`src/rtl/sfa_pkg.sv`:
```
// Shared types, constants and codes of the segment fit allocator.
package sfa_pkg;

  localparam int unsigned MAX_SEGMENTS = 64;
  localparam int unsigned IDX_W        = $clog2(MAX_SEGMENTS);
  localparam int unsigned CNT_W        = $clog2(MAX_SEGMENTS + 1);
  localparam int unsigned ADDR_BITS    = 32;
  localparam logic [31:0] TOTAL_RESET  = 32'd65536;

  // item kinds
  localparam logic [1:0] KIND_INIT  = 2'd0;
  localparam logic [1:0] KIND_ALLOC = 2'd1;
  localparam logic [1:0] KIND_FREE  = 2'd2;

  // fit rules
  localparam logic [1:0] FIT_FIRST = 2'd0;
  localparam logic [1:0] FIT_BEST  = 2'd1;
  localparam logic [1:0] FIT_WORST = 2'd2;

  // result codes
  localparam logic [1:0] ST_OK        = 2'd0;
  localparam logic [1:0] ST_NO_FIT    = 2'd1;
  localparam logic [1:0] ST_NO_OWNER  = 2'd2;
  localparam logic [1:0] ST_TBL_FULL  = 2'd3;

  typedef struct packed {
    logic [1:0]  kind;
    logic [1:0]  strategy;
    logic [15:0] owner_id;
    logic [31:0] request_size;
  } sfa_in_t;

  typedef struct packed {
    logic [1:0]  status;
    logic [31:0] start_addr;
  } sfa_out_t;

  // one row of the segment table
  typedef struct packed {
    logic [ADDR_BITS-1:0] start;
    logic [ADDR_BITS-1:0] size;
    logic                 used;
    logic [15:0]          owner;
  } sfa_entry_t;

  typedef struct packed {
    logic             en;
    logic [IDX_W-1:0] addr;
  } sfa_rd_req_t;

  typedef struct packed {
    logic             en;
    logic [IDX_W-1:0] addr;
    sfa_entry_t       data;
  } sfa_wr_req_t;

  typedef enum logic [2:0] {
    S_BOOT,
    S_IDLE,
    S_SCAN,
    S_DECIDE,
    S_SHIFT,
    S_SPLIT,
    S_SPLIT2,
    S_DONE
  } sfa_state_e;

endpackage

```
`src/rtl/sfa_ctrl.sv`:
```
// Sequencer: scans the table, picks or finds a segment, shifts rows, writes back.
module sfa_ctrl (
  input  logic                 clk_i,
  input  logic                 rst_ni,
  input  logic                 cfg_we_i,
  input  logic [31:0]          cfg_wdata_i,
  input  logic                 in_valid_i,
  output logic                 in_stall_o,
  input  sfa_pkg::sfa_in_t     in_word_i,
  output logic                 out_valid_o,
  input  logic                 out_stall_i,
  output sfa_pkg::sfa_out_t    out_word_o,
  output sfa_pkg::sfa_rd_req_t rd_o,
  output sfa_pkg::sfa_wr_req_t wr_o,
  input  sfa_pkg::sfa_entry_t  rdata_i
);
  import sfa_pkg::*;

  sfa_state_e state_q, state_d;
  logic [CNT_W-1:0] cnt_q, cnt_d;
  logic [31:0]      total_q, total_d;
  sfa_in_t          item_q, item_d;
  // scan and shift pipeline
  logic [CNT_W-1:0] rd_q, rd_d;
  logic             pv_q, pv_d;
  logic [CNT_W-1:0] pidx_q, pidx_d;
  // alloc pick
  logic             pk_v_q, pk_v_d;
  logic [CNT_W-1:0] pk_idx_q, pk_idx_d;
  logic [31:0]      pk_start_q, pk_start_d;
  logic [31:0]      pk_size_q, pk_size_d;
  // free match and neighbors
  logic             fd_q, fd_d;
  logic [CNT_W-1:0] fk_q, fk_d;
  sfa_entry_t       cur_q, cur_d;
  sfa_entry_t       lo_q, lo_d;
  sfa_entry_t       hi_q, hi_d;
  logic             hi_v_q, hi_v_d;
  sfa_entry_t       prev_q, prev_d;
  // shift engine
  logic             sh_act_q, sh_act_d;
  logic             sh_up_q, sh_up_d;
  logic [1:0]       sh_n_q, sh_n_d;
  logic [CNT_W-1:0] sh_end_q, sh_end_d;
  // result and output register
  sfa_out_t         res_q, res_d;
  logic             ov_q, ov_d;
  sfa_out_t         ow_q, ow_d;

  logic       in_acc;
  logic       issue;
  logic       fits, better, hit;
  logic       up_m, lo_m;
  logic [1:0] n_m;
  logic [CNT_W-1:0] dest;
  logic [31:0] sum;
  logic       out_free;

  assign in_acc   = (state_q == S_IDLE) && in_valid_i;
  assign issue    = rd_q < cnt_q;
  assign out_free = !ov_q || !out_stall_i;

  // evaluate the row that arrives during a scan
  always_comb begin
    fits = !rdata_i.used && (rdata_i.size >= item_q.request_size)
           && (item_q.request_size != '0)
           && (item_q.strategy == FIT_FIRST || item_q.strategy == FIT_BEST
               || item_q.strategy == FIT_WORST);
    better = !pk_v_q
             || (item_q.strategy == FIT_BEST && rdata_i.size < pk_size_q)
             || (item_q.strategy == FIT_WORST && rdata_i.size > pk_size_q);
    hit = !fd_q && rdata_i.used && (rdata_i.owner == item_q.owner_id);
  end

  // merge decision for a free
  always_comb begin
    up_m = hi_v_q && !hi_q.used;
    lo_m = (fk_q != '0) && !lo_q.used;
    n_m  = {1'b0, up_m} + {1'b0, lo_m};
    dest = lo_m ? fk_q - 1'b1 : fk_q;
    sum  = cur_q.size + (up_m ? hi_q.size : 32'd0) + (lo_m ? lo_q.size : 32'd0);
  end

  // next state
  always_comb begin
    state_d = state_q;
    case (state_q)
      S_BOOT: state_d = S_IDLE;
      S_IDLE: begin
        if (in_valid_i) begin
          if (in_word_i.kind == KIND_ALLOC || in_word_i.kind == KIND_FREE) begin
            state_d = S_SCAN;
          end else begin
            state_d = S_DONE;
          end
        end
      end
      S_SCAN: begin
        if (!issue && !pv_q) state_d = S_DECIDE;
      end
      S_DECIDE: begin
        if (item_q.kind == KIND_ALLOC) begin
          if (!pk_v_q || pk_size_q == item_q.request_size
              || cnt_q == CNT_W'(MAX_SEGMENTS)) begin
            state_d = S_DONE;
          end else begin
            state_d = S_SHIFT;
          end
        end else if (!fd_q) begin
          state_d = S_DONE;
        end else begin
          state_d = S_SHIFT;
        end
      end
      S_SHIFT: begin
        if (!sh_act_q && !pv_q) state_d = sh_up_q ? S_SPLIT : S_DONE;
      end
      S_SPLIT:  state_d = S_SPLIT2;
      S_SPLIT2: state_d = S_DONE;
      S_DONE: begin
        if (out_free) state_d = S_IDLE;
      end
      default: state_d = S_IDLE;
    endcase
  end

  // handshake outputs
  always_comb begin
    in_stall_o  = (state_q != S_IDLE);
    out_valid_o = ov_q;
    out_word_o  = ow_q;
  end

  // datapath and memory requests
  always_comb begin
    cnt_d      = cnt_q;
    total_d    = cfg_we_i ? cfg_wdata_i : total_q;
    item_d     = item_q;
    rd_d       = rd_q;
    pv_d       = 1'b0;
    pidx_d     = pidx_q;
    pk_v_d     = pk_v_q;
    pk_idx_d   = pk_idx_q;
    pk_start_d = pk_start_q;
    pk_size_d  = pk_size_q;
    fd_d       = fd_q;
    fk_d       = fk_q;
    cur_d      = cur_q;
    lo_d       = lo_q;
    hi_d       = hi_q;
    hi_v_d     = hi_v_q;
    prev_d     = prev_q;
    sh_act_d   = sh_act_q;
    sh_up_d    = sh_up_q;
    sh_n_d     = sh_n_q;
    sh_end_d   = sh_end_q;
    res_d      = res_q;
    ov_d       = ov_q && out_stall_i;
    ow_d       = ow_q;
    rd_o       = '0;
    wr_o       = '0;

    case (state_q)
      // build the one free segment after reset
      S_BOOT: begin
        wr_o.en   = 1'b1;
        wr_o.addr = '0;
        wr_o.data = '{start: '0, size: total_q, used: 1'b0, owner: '0};
        cnt_d     = CNT_W'(1);
      end
      S_IDLE: begin
        if (in_acc) begin
          item_d = in_word_i;
          rd_d   = '0;
          pk_v_d = 1'b0;
          fd_d   = 1'b0;
          hi_v_d = 1'b0;
          res_d  = '{status: ST_OK, start_addr: '0};
          if (in_word_i.kind == KIND_INIT) begin
            wr_o.en   = 1'b1;
            wr_o.addr = '0;
            wr_o.data = '{start: '0, size: total_q, used: 1'b0, owner: '0};
            cnt_d     = CNT_W'(1);
          end
        end
      end
      S_SCAN: begin
        // issue the next row read
        rd_o.en   = issue;
        rd_o.addr = rd_q[IDX_W-1:0];
        pv_d      = issue;
        pidx_d    = rd_q;
        if (issue) rd_d = rd_q + 1'b1;
        // judge the row read last cycle
        if (pv_q) begin
          prev_d = rdata_i;
          if (item_q.kind == KIND_ALLOC) begin
            if (fits && better) begin
              pk_v_d     = 1'b1;
              pk_idx_d   = pidx_q;
              pk_start_d = rdata_i.start;
              pk_size_d  = rdata_i.size;
            end
          end else if (hit) begin
            fd_d  = 1'b1;
            fk_d  = pidx_q;
            cur_d = rdata_i;
            lo_d  = prev_q;
          end else if (fd_q && !hi_v_q && pidx_q == fk_q + 1'b1) begin
            hi_v_d = 1'b1;
            hi_d   = rdata_i;
          end
        end
      end
      S_DECIDE: begin
        if (item_q.kind == KIND_ALLOC) begin
          if (!pk_v_q) begin
            res_d = '{status: ST_NO_FIT, start_addr: '0};
          end else if (pk_size_q == item_q.request_size) begin
            // exact fit: mark used, no split
            wr_o.en   = 1'b1;
            wr_o.addr = pk_idx_q[IDX_W-1:0];
            wr_o.data = '{start: pk_start_q, size: pk_size_q, used: 1'b1,
                          owner: item_q.owner_id};
            res_d     = '{status: ST_OK, start_addr: pk_start_q};
          end else if (cnt_q == CNT_W'(MAX_SEGMENTS)) begin
            res_d = '{status: ST_TBL_FULL, start_addr: '0};
          end else begin
            // open a hole above the pick
            sh_up_d  = 1'b1;
            sh_n_d   = 2'd1;
            rd_d     = cnt_q - 1'b1;
            sh_end_d = pk_idx_q + 1'b1;
            sh_act_d = cnt_q > pk_idx_q + 1'b1;
            res_d    = '{status: ST_OK, start_addr: pk_start_q};
          end
        end else if (!fd_q) begin
          res_d = '{status: ST_NO_OWNER, start_addr: '0};
        end else begin
          // write the merged free segment, then close the gap
          wr_o.en   = 1'b1;
          wr_o.addr = dest[IDX_W-1:0];
          wr_o.data = '{start: lo_m ? lo_q.start : cur_q.start, size: sum,
                        used: 1'b0, owner: '0};
          cnt_d     = cnt_q - CNT_W'(n_m);
          sh_up_d   = 1'b0;
          sh_n_d    = n_m;
          rd_d      = dest + 1'b1 + CNT_W'(n_m);
          sh_end_d  = cnt_q - 1'b1;
          sh_act_d  = (n_m != 2'd0) && (dest + 1'b1 + CNT_W'(n_m) <= cnt_q - 1'b1);
          res_d     = '{status: ST_OK, start_addr: '0};
        end
      end
      S_SHIFT: begin
        // read one row, write the row read last cycle to its new place
        rd_o.en   = sh_act_q;
        rd_o.addr = rd_q[IDX_W-1:0];
        pv_d      = sh_act_q;
        pidx_d    = rd_q;
        if (sh_act_q) begin
          if (rd_q == sh_end_q) begin
            sh_act_d = 1'b0;
          end else begin
            rd_d = sh_up_q ? rd_q - 1'b1 : rd_q + 1'b1;
          end
        end
        if (pv_q) begin
          wr_o.en   = 1'b1;
          wr_o.addr = sh_up_q ? IDX_W'(pidx_q + 1'b1)
                              : IDX_W'(pidx_q - CNT_W'(sh_n_q));
          wr_o.data = rdata_i;
        end
      end
      S_SPLIT: begin
        wr_o.en   = 1'b1;
        wr_o.addr = IDX_W'(pk_idx_q + 1'b1);
        wr_o.data = '{start: pk_start_q + item_q.request_size,
                      size: pk_size_q - item_q.request_size, used: 1'b0, owner: '0};
      end
      S_SPLIT2: begin
        wr_o.en   = 1'b1;
        wr_o.addr = pk_idx_q[IDX_W-1:0];
        wr_o.data = '{start: pk_start_q, size: item_q.request_size, used: 1'b1,
                      owner: item_q.owner_id};
        cnt_d     = cnt_q + 1'b1;
      end
      S_DONE: begin
        if (out_free) begin
          ov_d = 1'b1;
          ow_d = res_q;
        end
      end
      default: ;
    endcase
  end

  // control registers
  always_ff @(posedge clk_i or negedge rst_ni) begin
    if (!rst_ni) begin
      state_q  <= S_BOOT;
      cnt_q    <= CNT_W'(1);
      total_q  <= TOTAL_RESET;
      pv_q     <= 1'b0;
      sh_act_q <= 1'b0;
      ov_q     <= 1'b0;
    end else begin
      state_q  <= state_d;
      cnt_q    <= cnt_d;
      total_q  <= total_d;
      pv_q     <= pv_d;
      sh_act_q <= sh_act_d;
      ov_q     <= ov_d;
    end
  end

  // payload registers
  always_ff @(posedge clk_i) begin
    item_q     <= item_d;
    rd_q       <= rd_d;
    pidx_q     <= pidx_d;
    pk_v_q     <= pk_v_d;
    pk_idx_q   <= pk_idx_d;
    pk_start_q <= pk_start_d;
    pk_size_q  <= pk_size_d;
    fd_q       <= fd_d;
    fk_q       <= fk_d;
    cur_q      <= cur_d;
    lo_q       <= lo_d;
    hi_q       <= hi_d;
    hi_v_q     <= hi_v_d;
    prev_q     <= prev_d;
    sh_up_q    <= sh_up_d;
    sh_n_q     <= sh_n_d;
    sh_end_q   <= sh_end_d;
    res_q      <= res_d;
    ow_q       <= ow_d;
  end

endmodule

```
`config.mk`:
```
export PLATFORM = sky130hd
export DESIGN_NAME = sfa_ctrl
export DESIGN_NICKNAME = d
export VERILOG_FILES = /design/src/rtl/sfa_pkg.sv /design/src/rtl/sfa_ctrl.sv
export SDC_FILE = /design/constraint.sdc
export NUM_CORES = 1
export LEC_CHECK = 0
export ABC_CLOCK_PERIOD_IN_PS = 7420
export BUFFER_PORTS_ARGS = -buffer_cell sky130_fd_sc_hd__buf_4
export CAP_MARGIN = 10
export CORE_UTILIZATION = 56
export CTS_BUF_LIST = sky130_fd_sc_hd__clkbuf_4
export DETAILED_ROUTE_END_ITERATION = 10
export PLACE_DENSITY = 0.77
export RECOVER_POWER = 100
export SYNTH_ARGS = -nofsm -noshare
export SYNTH_HDL_FRONTEND = slang
export SYNTH_SLANG_ARGS = --single-unit
```
`constraint.sdc`:
```
create_clock -name clk_i -period 7.42 [get_ports clk_i]
set_input_delay 0.742 -clock clk_i [delete_from_list [all_inputs] [get_ports clk_i]]
set_output_delay 0.742 -clock clk_i [all_outputs]
set_load 0.03 [all_outputs]
```
==> results.py, run 1 <==
metrics = {
    "yosys": {
        "synth_cell_types": 78,
        "ys_async_sr_fraction": 0.0905,
        "synth_top_flop_cell": "edfxtp_1",
        "synth.area.top_cells": "edfxtp_1 49%, ha_1 9.0%, dfrtp_1 3.9%",
        "synth_edf_count": 452,
        "synth_seq_cells": 497,
        "synth_top_area_frac": 0.487,
        "synth_seq_area_share": 0.528,
        "syn-mean-instance-area_um2": 12.0,
        "syn_nets": 2725,
        "syn_inst": 2318,
        "yosys_warnings": 0,
        "syn_area_um2": 27800,
        "yosysTopAreaCell": "edfxtp_1",
    },
    "floorplan": {
        "dieArea_um2": 50600,
        "die_y_um": 225,
        "placementRows": 81,
        "start_util": 0.569,
        "fp.dieW_um": 225,
        "fp.coreArea_um2": 49000,
        "pin_count": 301,
    },
    "routing": {
        "drtPass1Iterations": 10,
        "initialDrtViolationCount": 2765,
        "vias_per_cell": 6.23,
        "antenna_left": 0,
        "wl_per_cell_um": 24.4,
        "totalWireLength_um": 87900,
        "dr_total_vias": 22500,
        "drc": 0,
    },
    "final_layout": {
        "fin_util": 0.678,
        "area_delta_synth_final_pct": 19.2,
        "final_nets": 3242,
        "drive_above_1_share": 0.137,
        "final_cells": 3608,
    },
    "placement": {
        "place.gp.congestion": 0.980,
        "dp_hpwl_um": 59700,
        "io_buffers": 300,
        "dp_cells": 3213,
    },
    "global_route": {
        "grt_start_max_net_pins": 89,
        "grt_pass1_wl_um": 132000,
        "grt_pass1_vias": 22700,
        "antenna_found_initial": 6,
        "overflow": 0,
        "track_usage": 0.350,
    },
    "pwr": {
        "total_leakage_power_nw": 13.0,
        "peakVddDrop_v": 0.000289,
        "power.density_nw_per_um2": 284,
    },
    "setup_path": {
        "start_kind": "flop",
        "cp-end-kind": "primary output",
        "worst-endpoint-required_ps": 6680,
        "critical_path_arrival_ps": 6340,
        "critical_path_class": "reg -> out",
        "cp_max_fo": 23,
    },
    "cts": {
        "cts_made_buffers": 134,
        "path_clk_slew_ps": 60,
        "cts_sinks": 497,
        "cts_buffer_depth": 3,
        "postCtsSetupBuffers": 0,
        "cts-root-buf": "clkbuf_4",
        "htree_num_levels": 4,
        "insertion_delay_ps": 1000,
        "cts_tree": "done",
    },
    "sta": {
        "relSlewSlack": -1.31,
        "fmax_mhz": 141,
        "rsz0062_at_grt": "false",
        "finClkSkew_ps": 57.7,
        "min_period_ps": 7090,
        "fin_crit_sh": 0.955,
        "fin_tns_setup_ps": 0,
        "hold_viol_final": 0,
        "setup_viol": 0,
        "drv_slew": 439,
        "worstMarginPinSlew_ps": 3470,
    },
    "outcome": {
        "violations": "capacitance limit, slew limit",
        "status": "complete, but fails checks",
    },
    "worst_hold_path": {
        "min_path_type": "in -> reg",
    },
    "job": {
        "cap_violations": 11,
    },
}
## sequential cells by signal, indices dropped and copies added, names as in the netlist, 32 cells and up
name,cells
prev_q,65
cur_q,64
hi_q,33
res_q,34
out_word_o,34
pk_size_q,32
lo_q,65
total_q,32
item_q,52
pk_start_q,32
## logic make-up (layout without fill, tap and decap cells)
kind of cell | after synthesis | count (layout) | share of synthesized area
compound gates | 584 | 584 | 0.144
xor+xnor | 141 | 141 | 0.0444
fa+ha+maj | 237 | 237 | 0.116
buf+inv | 206 | 823 | 0.0288
flops | 497 | 497 | 0.528
mux | 80 | 80 | 0.0312
other cells | 0 | 9 | 0
simple gates | 573 | 573 | 0.107
## layout by cell type (no fill, tap or decap), types with 21 or more instances in the layout
master,instances
edfxtp_1,452
clkbuf_4,249
clkbuf_1,209
ha_1,200
dlygate4sd3_1,150
nand2_1,144
a21oi_1,134
inv_1,113
o21ai_0,110
nor2_1,89
xnor2_1,87
a21o_1,84
and2_1,75
mux2_2,55
buf_4,55
xor2_1,54
a222oi_1,54
nand3_1,47
dfrtp_1,43
fa_1,37
nand2b_1,35
nand4_1,35
nor3_1,27
clkinv_1,25
mux2i_1,25
and2_0,25
nor2b_1,21
## Yosys cell counts, types with 16 or more instances
| cell | number |
|---|---|
| edfxtp_1 | 452 |
| ha_1 | 200 |
| nand2_1 | 144 |
| a21oi_1 | 135 |
| inv_1 | 114 |
| o21ai_0 | 110 |
| and2_1 | 101 |
| nor2_1 | 91 |
| xnor2_1 | 87 |
| a21o_1 | 84 |
| clkbuf_1 | 69 |
| mux2_2 | 55 |
| a222oi_1 | 54 |
| xor2_1 | 54 |
| nand3_1 | 48 |
| dfrtp_1 | 43 |
| fa_1 | 37 |
| nand2b_1 | 35 |
| nand4_1 | 35 |
| nor3_1 | 28 |
| mux2i_1 | 25 |
| nor2b_1 | 21 |
| a31oi_1 | 19 |
| nor4_1 | 18 |
| a22o_1 | 16 |
## path summary, 6_finish.rpt
check,from,endpoint,slack (ps),cells after the start
hold reg to reg,prev_q[73],lo_q[73],400,0
setup / recovery,fk_q[0],wr_o[48],330,21
setup reg to reg,state_q[1],lo_q[71],640,7
hold / removal,out_stall_i,out_valid_o,110,3
min in group asynchronous,rst_ni,sh_act_q,1330,2
max in group asynchronous,rst_ni,total_q[8],4230,2
## report_power, final
part	total [mW]	switching (mW)	internal (mW)
clock network	2.50	1.20	1.30
logic	3.18	2.18	0.997
registers	3.75	0.291	3.46
## per-stage QoR
step	area [um^2]	worst slack [ps]	total power, mW	hold slack [ps]
CTS	34000	81.6	9.63	30.1
global route	33200	13.9	9.82	78.6
floorplan	27800	728	5.79	400
finish	33200	335	9.42	112
detailed placement	30800	1210	7.08	405
global placement	30800	1460	7.02	400
## metal layers
metal	routed length [um]	vias up	global-route usage
met3	8620	236	0.0864
met5	23	-	0
li1	-	9938	-
met2	41900	1348	0.563
met1	34100	11000	0.450
met4	3230	4	0.149
## final cells by class
class,count,area (um^2)
clock inverters,38,225
multi-input cells,1615,12400
inverters,117,442
well taps,664,831
flip-flops and latches,497,14700
fillers,3842,15800
repair buffers,470,3110
clock buffers,198,1490
diodes,9,22.5
## critical path, cell delays in order (launching register included)
cell	delay (ps)
edfxtp_1	460
inv_1	80
ha_1	230
nand3_1	110
o21ba_4	390
nand2_1	130
fa_1	520
inv_1	40
ha_1	200
inv_1	90
fa_1	190
nand2b_1	150
a21oi_1	130
o311ai_1	590
a31oi_1	320
o41ai_2	370
o21a_1	260
o21ai_1	160
a311oi_1	360
xnor2_1	100
o21ai_0	190
clkbuf_2	240
## what timing repair did
| action | 4_1_cts | 5_1_grt |
|---|---|---|
| hold buffers | 150 | 0 |
| endpoints found under the setup margin | 0 | 5 |
| hold endpoints to repair | 353 | 0 |
| resized for setup | 0 | 2 |
Note: power is estimated with default switching activity, not from simulation.
==> inputs of run 2 (changes only) <==
--- a/config.mk
+++ b/config.mk
@@ -5,13 +5,13 @@
 export SDC_FILE = /design/constraint.sdc
 export NUM_CORES = 1
 export LEC_CHECK = 0
-export ABC_CLOCK_PERIOD_IN_PS = 7420
+export ABC_CLOCK_PERIOD_IN_PS = 7600
 export BUFFER_PORTS_ARGS = -buffer_cell sky130_fd_sc_hd__buf_4
 export CAP_MARGIN = 10
-export CORE_UTILIZATION = 56
+export CORE_UTILIZATION = 60
 export CTS_BUF_LIST = sky130_fd_sc_hd__clkbuf_4
 export DETAILED_ROUTE_END_ITERATION = 10
-export PLACE_DENSITY = 0.77
+export PLACE_DENSITY = 0.78
 export RECOVER_POWER = 100
 export SYNTH_ARGS = -nofsm -noshare
 export SYNTH_HDL_FRONTEND = slang
==> constraint.sdc (replaced) <==
create_clock -name clk_i -period 7.6 [get_ports clk_i]
set_input_delay 0.76 -clock clk_i [delete_from_list [all_inputs] [get_ports clk_i]]
set_output_delay 0.76 -clock clk_i [all_outputs]
set_load 0.03 [all_outputs]
==> results.py, run 2 (synthesis results as in run 1) <==
metrics = {
    "cts": {
        "cts_sinks": 497,
        "path_clk_slew_ps": 60,
        "cts_made_buffers": 133,
        "cts-root-buf": "clkbuf_4",
        "htree_num_levels": 4,
        "insertion_delay_ps": 1010,
        "cts_tree": "done",
        "cts_buffer_depth": 3,
    },
    "floorplan": {
        "fp.dieW_um": 217,
        "fp.coreArea_um2": 45600,
        "die_y_um": 217,
        "dieArea_um2": 47300,
        "pin_count": 301,
        "start_util": 0.611,
        "placementRows": 78,
    },
    "global_route": {
        "track_usage": 0.368,
        "grt_start_max_net_pins": 65,
        "antenna_found_initial": 6,
        "overflow": 0,
        "grt_pass1_vias": 22300,
        "grt_pass1_wl_um": 129000,
    },
    "final_layout": {
        "final_cell_mix": "452 x edfxtp_1, 243 x clkbuf_4, 212 x clkbuf_1",
        "final_area_um2": 33200,
        "final_nets": 3244,
        "drive_above_1_share": 0.136,
        "area_delta_synth_final_pct": 19.2,
        "fin_util": 0.728,
        "top_regs": "lo_q: 65 flops, prev_q: 65 flops, cur_q: 64 flops",
        "final_common_cell": "edfxtp_1",
    },
    "routing": {
        "drtPass1Iterations": 8,
        "wl_per_cell_um": 24.4,
        "totalWireLength_um": 86300,
        "vias_per_cell": 6.30,
        "dr_total_vias": 22300,
        "drc": 0,
        "antenna_left": 0,
        "initialDrtViolationCount": 2590,
    },
    "pwr": {
        "power.density_nw_per_um2": 280,
        "total_leakage_power_nw": 13.0,
        "peakVddDrop_v": 0.000257,
    },
    "placement": {
        "pre_cts_ws_ps": 1160,
        "dpl_cell_area_um2": 30700,
        "place.gp.congestion": 0.992,
        "io_buffers": 300,
        "dp_hpwl_um": 58700,
    },
    "sta": {
        "fmax_mhz": 137,
        "hold_slack_ps": 182,
        "rsz0062_at_grt": "false",
        "min_period_ps": 7310,
        "finClkSkew_ps": 61.7,
        "relSlewSlack": -1.40,
        "worstMarginPinSlew_ps": 3600,
        "fin_ws_ps": 286,
        "drv_slew": 508,
        "fin_tns_setup_ps": 0,
        "hold_viol_final": 0,
        "setup_viol": 0,
        "fin_crit_sh": 0.962,
    },
    "setup_path": {
        "cp_max_fo": 37,
        "r2r_start": "state_q[1]",
        "cp-end-kind": "primary output",
        "worst-endpoint-required_ps": 6840,
        "ff2ff_path_depth": 7,
        "regToRegEndpoint": "lo_q[77]",
        "critical_path_class": "reg -> out",
        "start_kind": "flop",
        "critical_path_arrival_ps": 6550,
        "r2r_setup_slack_ps": 1250,
    },
    "worst_hold_path": {
        "min_path_type": "in -> reg",
        "min_from": "out_stall_i",
        "min_to": "out_valid_o",
        "whs_path_depth": 3,
    },
    "job": {
        "cap_violations": 13,
    },
    "outcome": {
        "violations": "capacitance limit, slew limit",
        "status": "complete, but fails checks",
    },
}
[run 2: changes by cell type in the layout (fill, tap and decap cells not counted), moves of 2 or more]
cell | before | now
clkbuf_1 | 209 | 212
and2_1 | 75 | 81
buf_4 | 55 | 50
clkbuf_4 | 249 | 243
bufinv_16 | 2 | 6
and2_0 | 25 | 19
inv_2 | 4 | 2
clkinv_1 | 25 | 27
diode_2 | 9 | 7
clkinv_2 | 4 | 8
clkinvlp_4 | 4 | 2
[run 2: where the power goes]
group | switching (mW) | total, mW | internal [mW] | leakage (nW)
Sequential | 0.281 | 3.65 | 3.37 | 4.63
Combinational | 2.13 | 3.10 | 0.978 | 7.33
Clock | 1.18 | 2.54 | 1.35 | 1.04
Total | 3.59 | 9.29 | 5.71 | 13.0
[run 2: timing repair]
item                                    CTS  global route
endpoints found under the setup margin    0             7
setup buffers                             0             0
gates resized for setup                   0             2
endpoints found under the hold margin   351             0
hold buffers                            150             0
[run 2: worst max path at each step]
stage | start | end | slack [ps] | cells past startpoint
5_1_grt | fk_q[0] | wr_o[47] | 60 | 18
3_5_place_dp | fk_q[0] | wr_o[48] | 1160 | 21
4_1_cts | fk_q[0] | wr_o[48] | 50 | 21
6_report | fk_q[0] | wr_o[47] | 290 | 18
2_1_floorplan | state_q[1] | hi_q[16] | 910 | 9
3_3_place_gp | fk_q[0] | wr_o[48] | 1310 | 21
[run 2: through the flow]
| step | cells | power [mW] |
|---|---|---|
| after floorplan | 2318 | 5.66 |
| after global placement | 3151 | 6.85 |
| after detailed placement | 3152 | 6.92 |
| after CTS | 3535 | 9.50 |
| after global routing | 3539 | 9.66 |
| final | 3542 | 9.29 |
[run 2: metal layers]
metal / up-vias / share of wire / wire [um] / GRT usage
met5: - / 0.00029 / 25 / 0
met2: 1332 / 0.46 / 40100 / 0.582
li1: 9961 / - / - / -
met4: 4 / 0.047 / 4050 / 0.178
met1: 10700 / 0.39 / 33700 / 0.483
met3: 283 / 0.097 / 8390 / 0.0808
[run 2: cell type report]
| cell class | count | area, um^2 |
|---|---|---|
| timing repair buffer | 473 | 3120 |
| fill | 3348 | 12400 |
| sequential | 497 | 14700 |
| multi-input combinational | 1615 | 12400 |
| clock inverter | 44 | 350 |
| tap | 600 | 751 |
| inverter | 117 | 442 |
| clock buffer | 189 | 1420 |
| antenna | 7 | 17.5 |
[run 2: worst max-delay path, cell delays in order, from the launching register on]
cell	delay [ps]
edfxtp_1	470
inv_1	70
ha_1	230
nand3_1	130
o21ba_4	530
and2_0	240
fa_1	450
ha_1	320
a211oi_1	420
nor3_1	150
nor4_1	630
a211oi_1	260
o2111ai_1	410
nand2_1	230
a211oi_1	320
xor2_1	200
o211ai_1	100
a21o_1	200
clkbuf_2	180
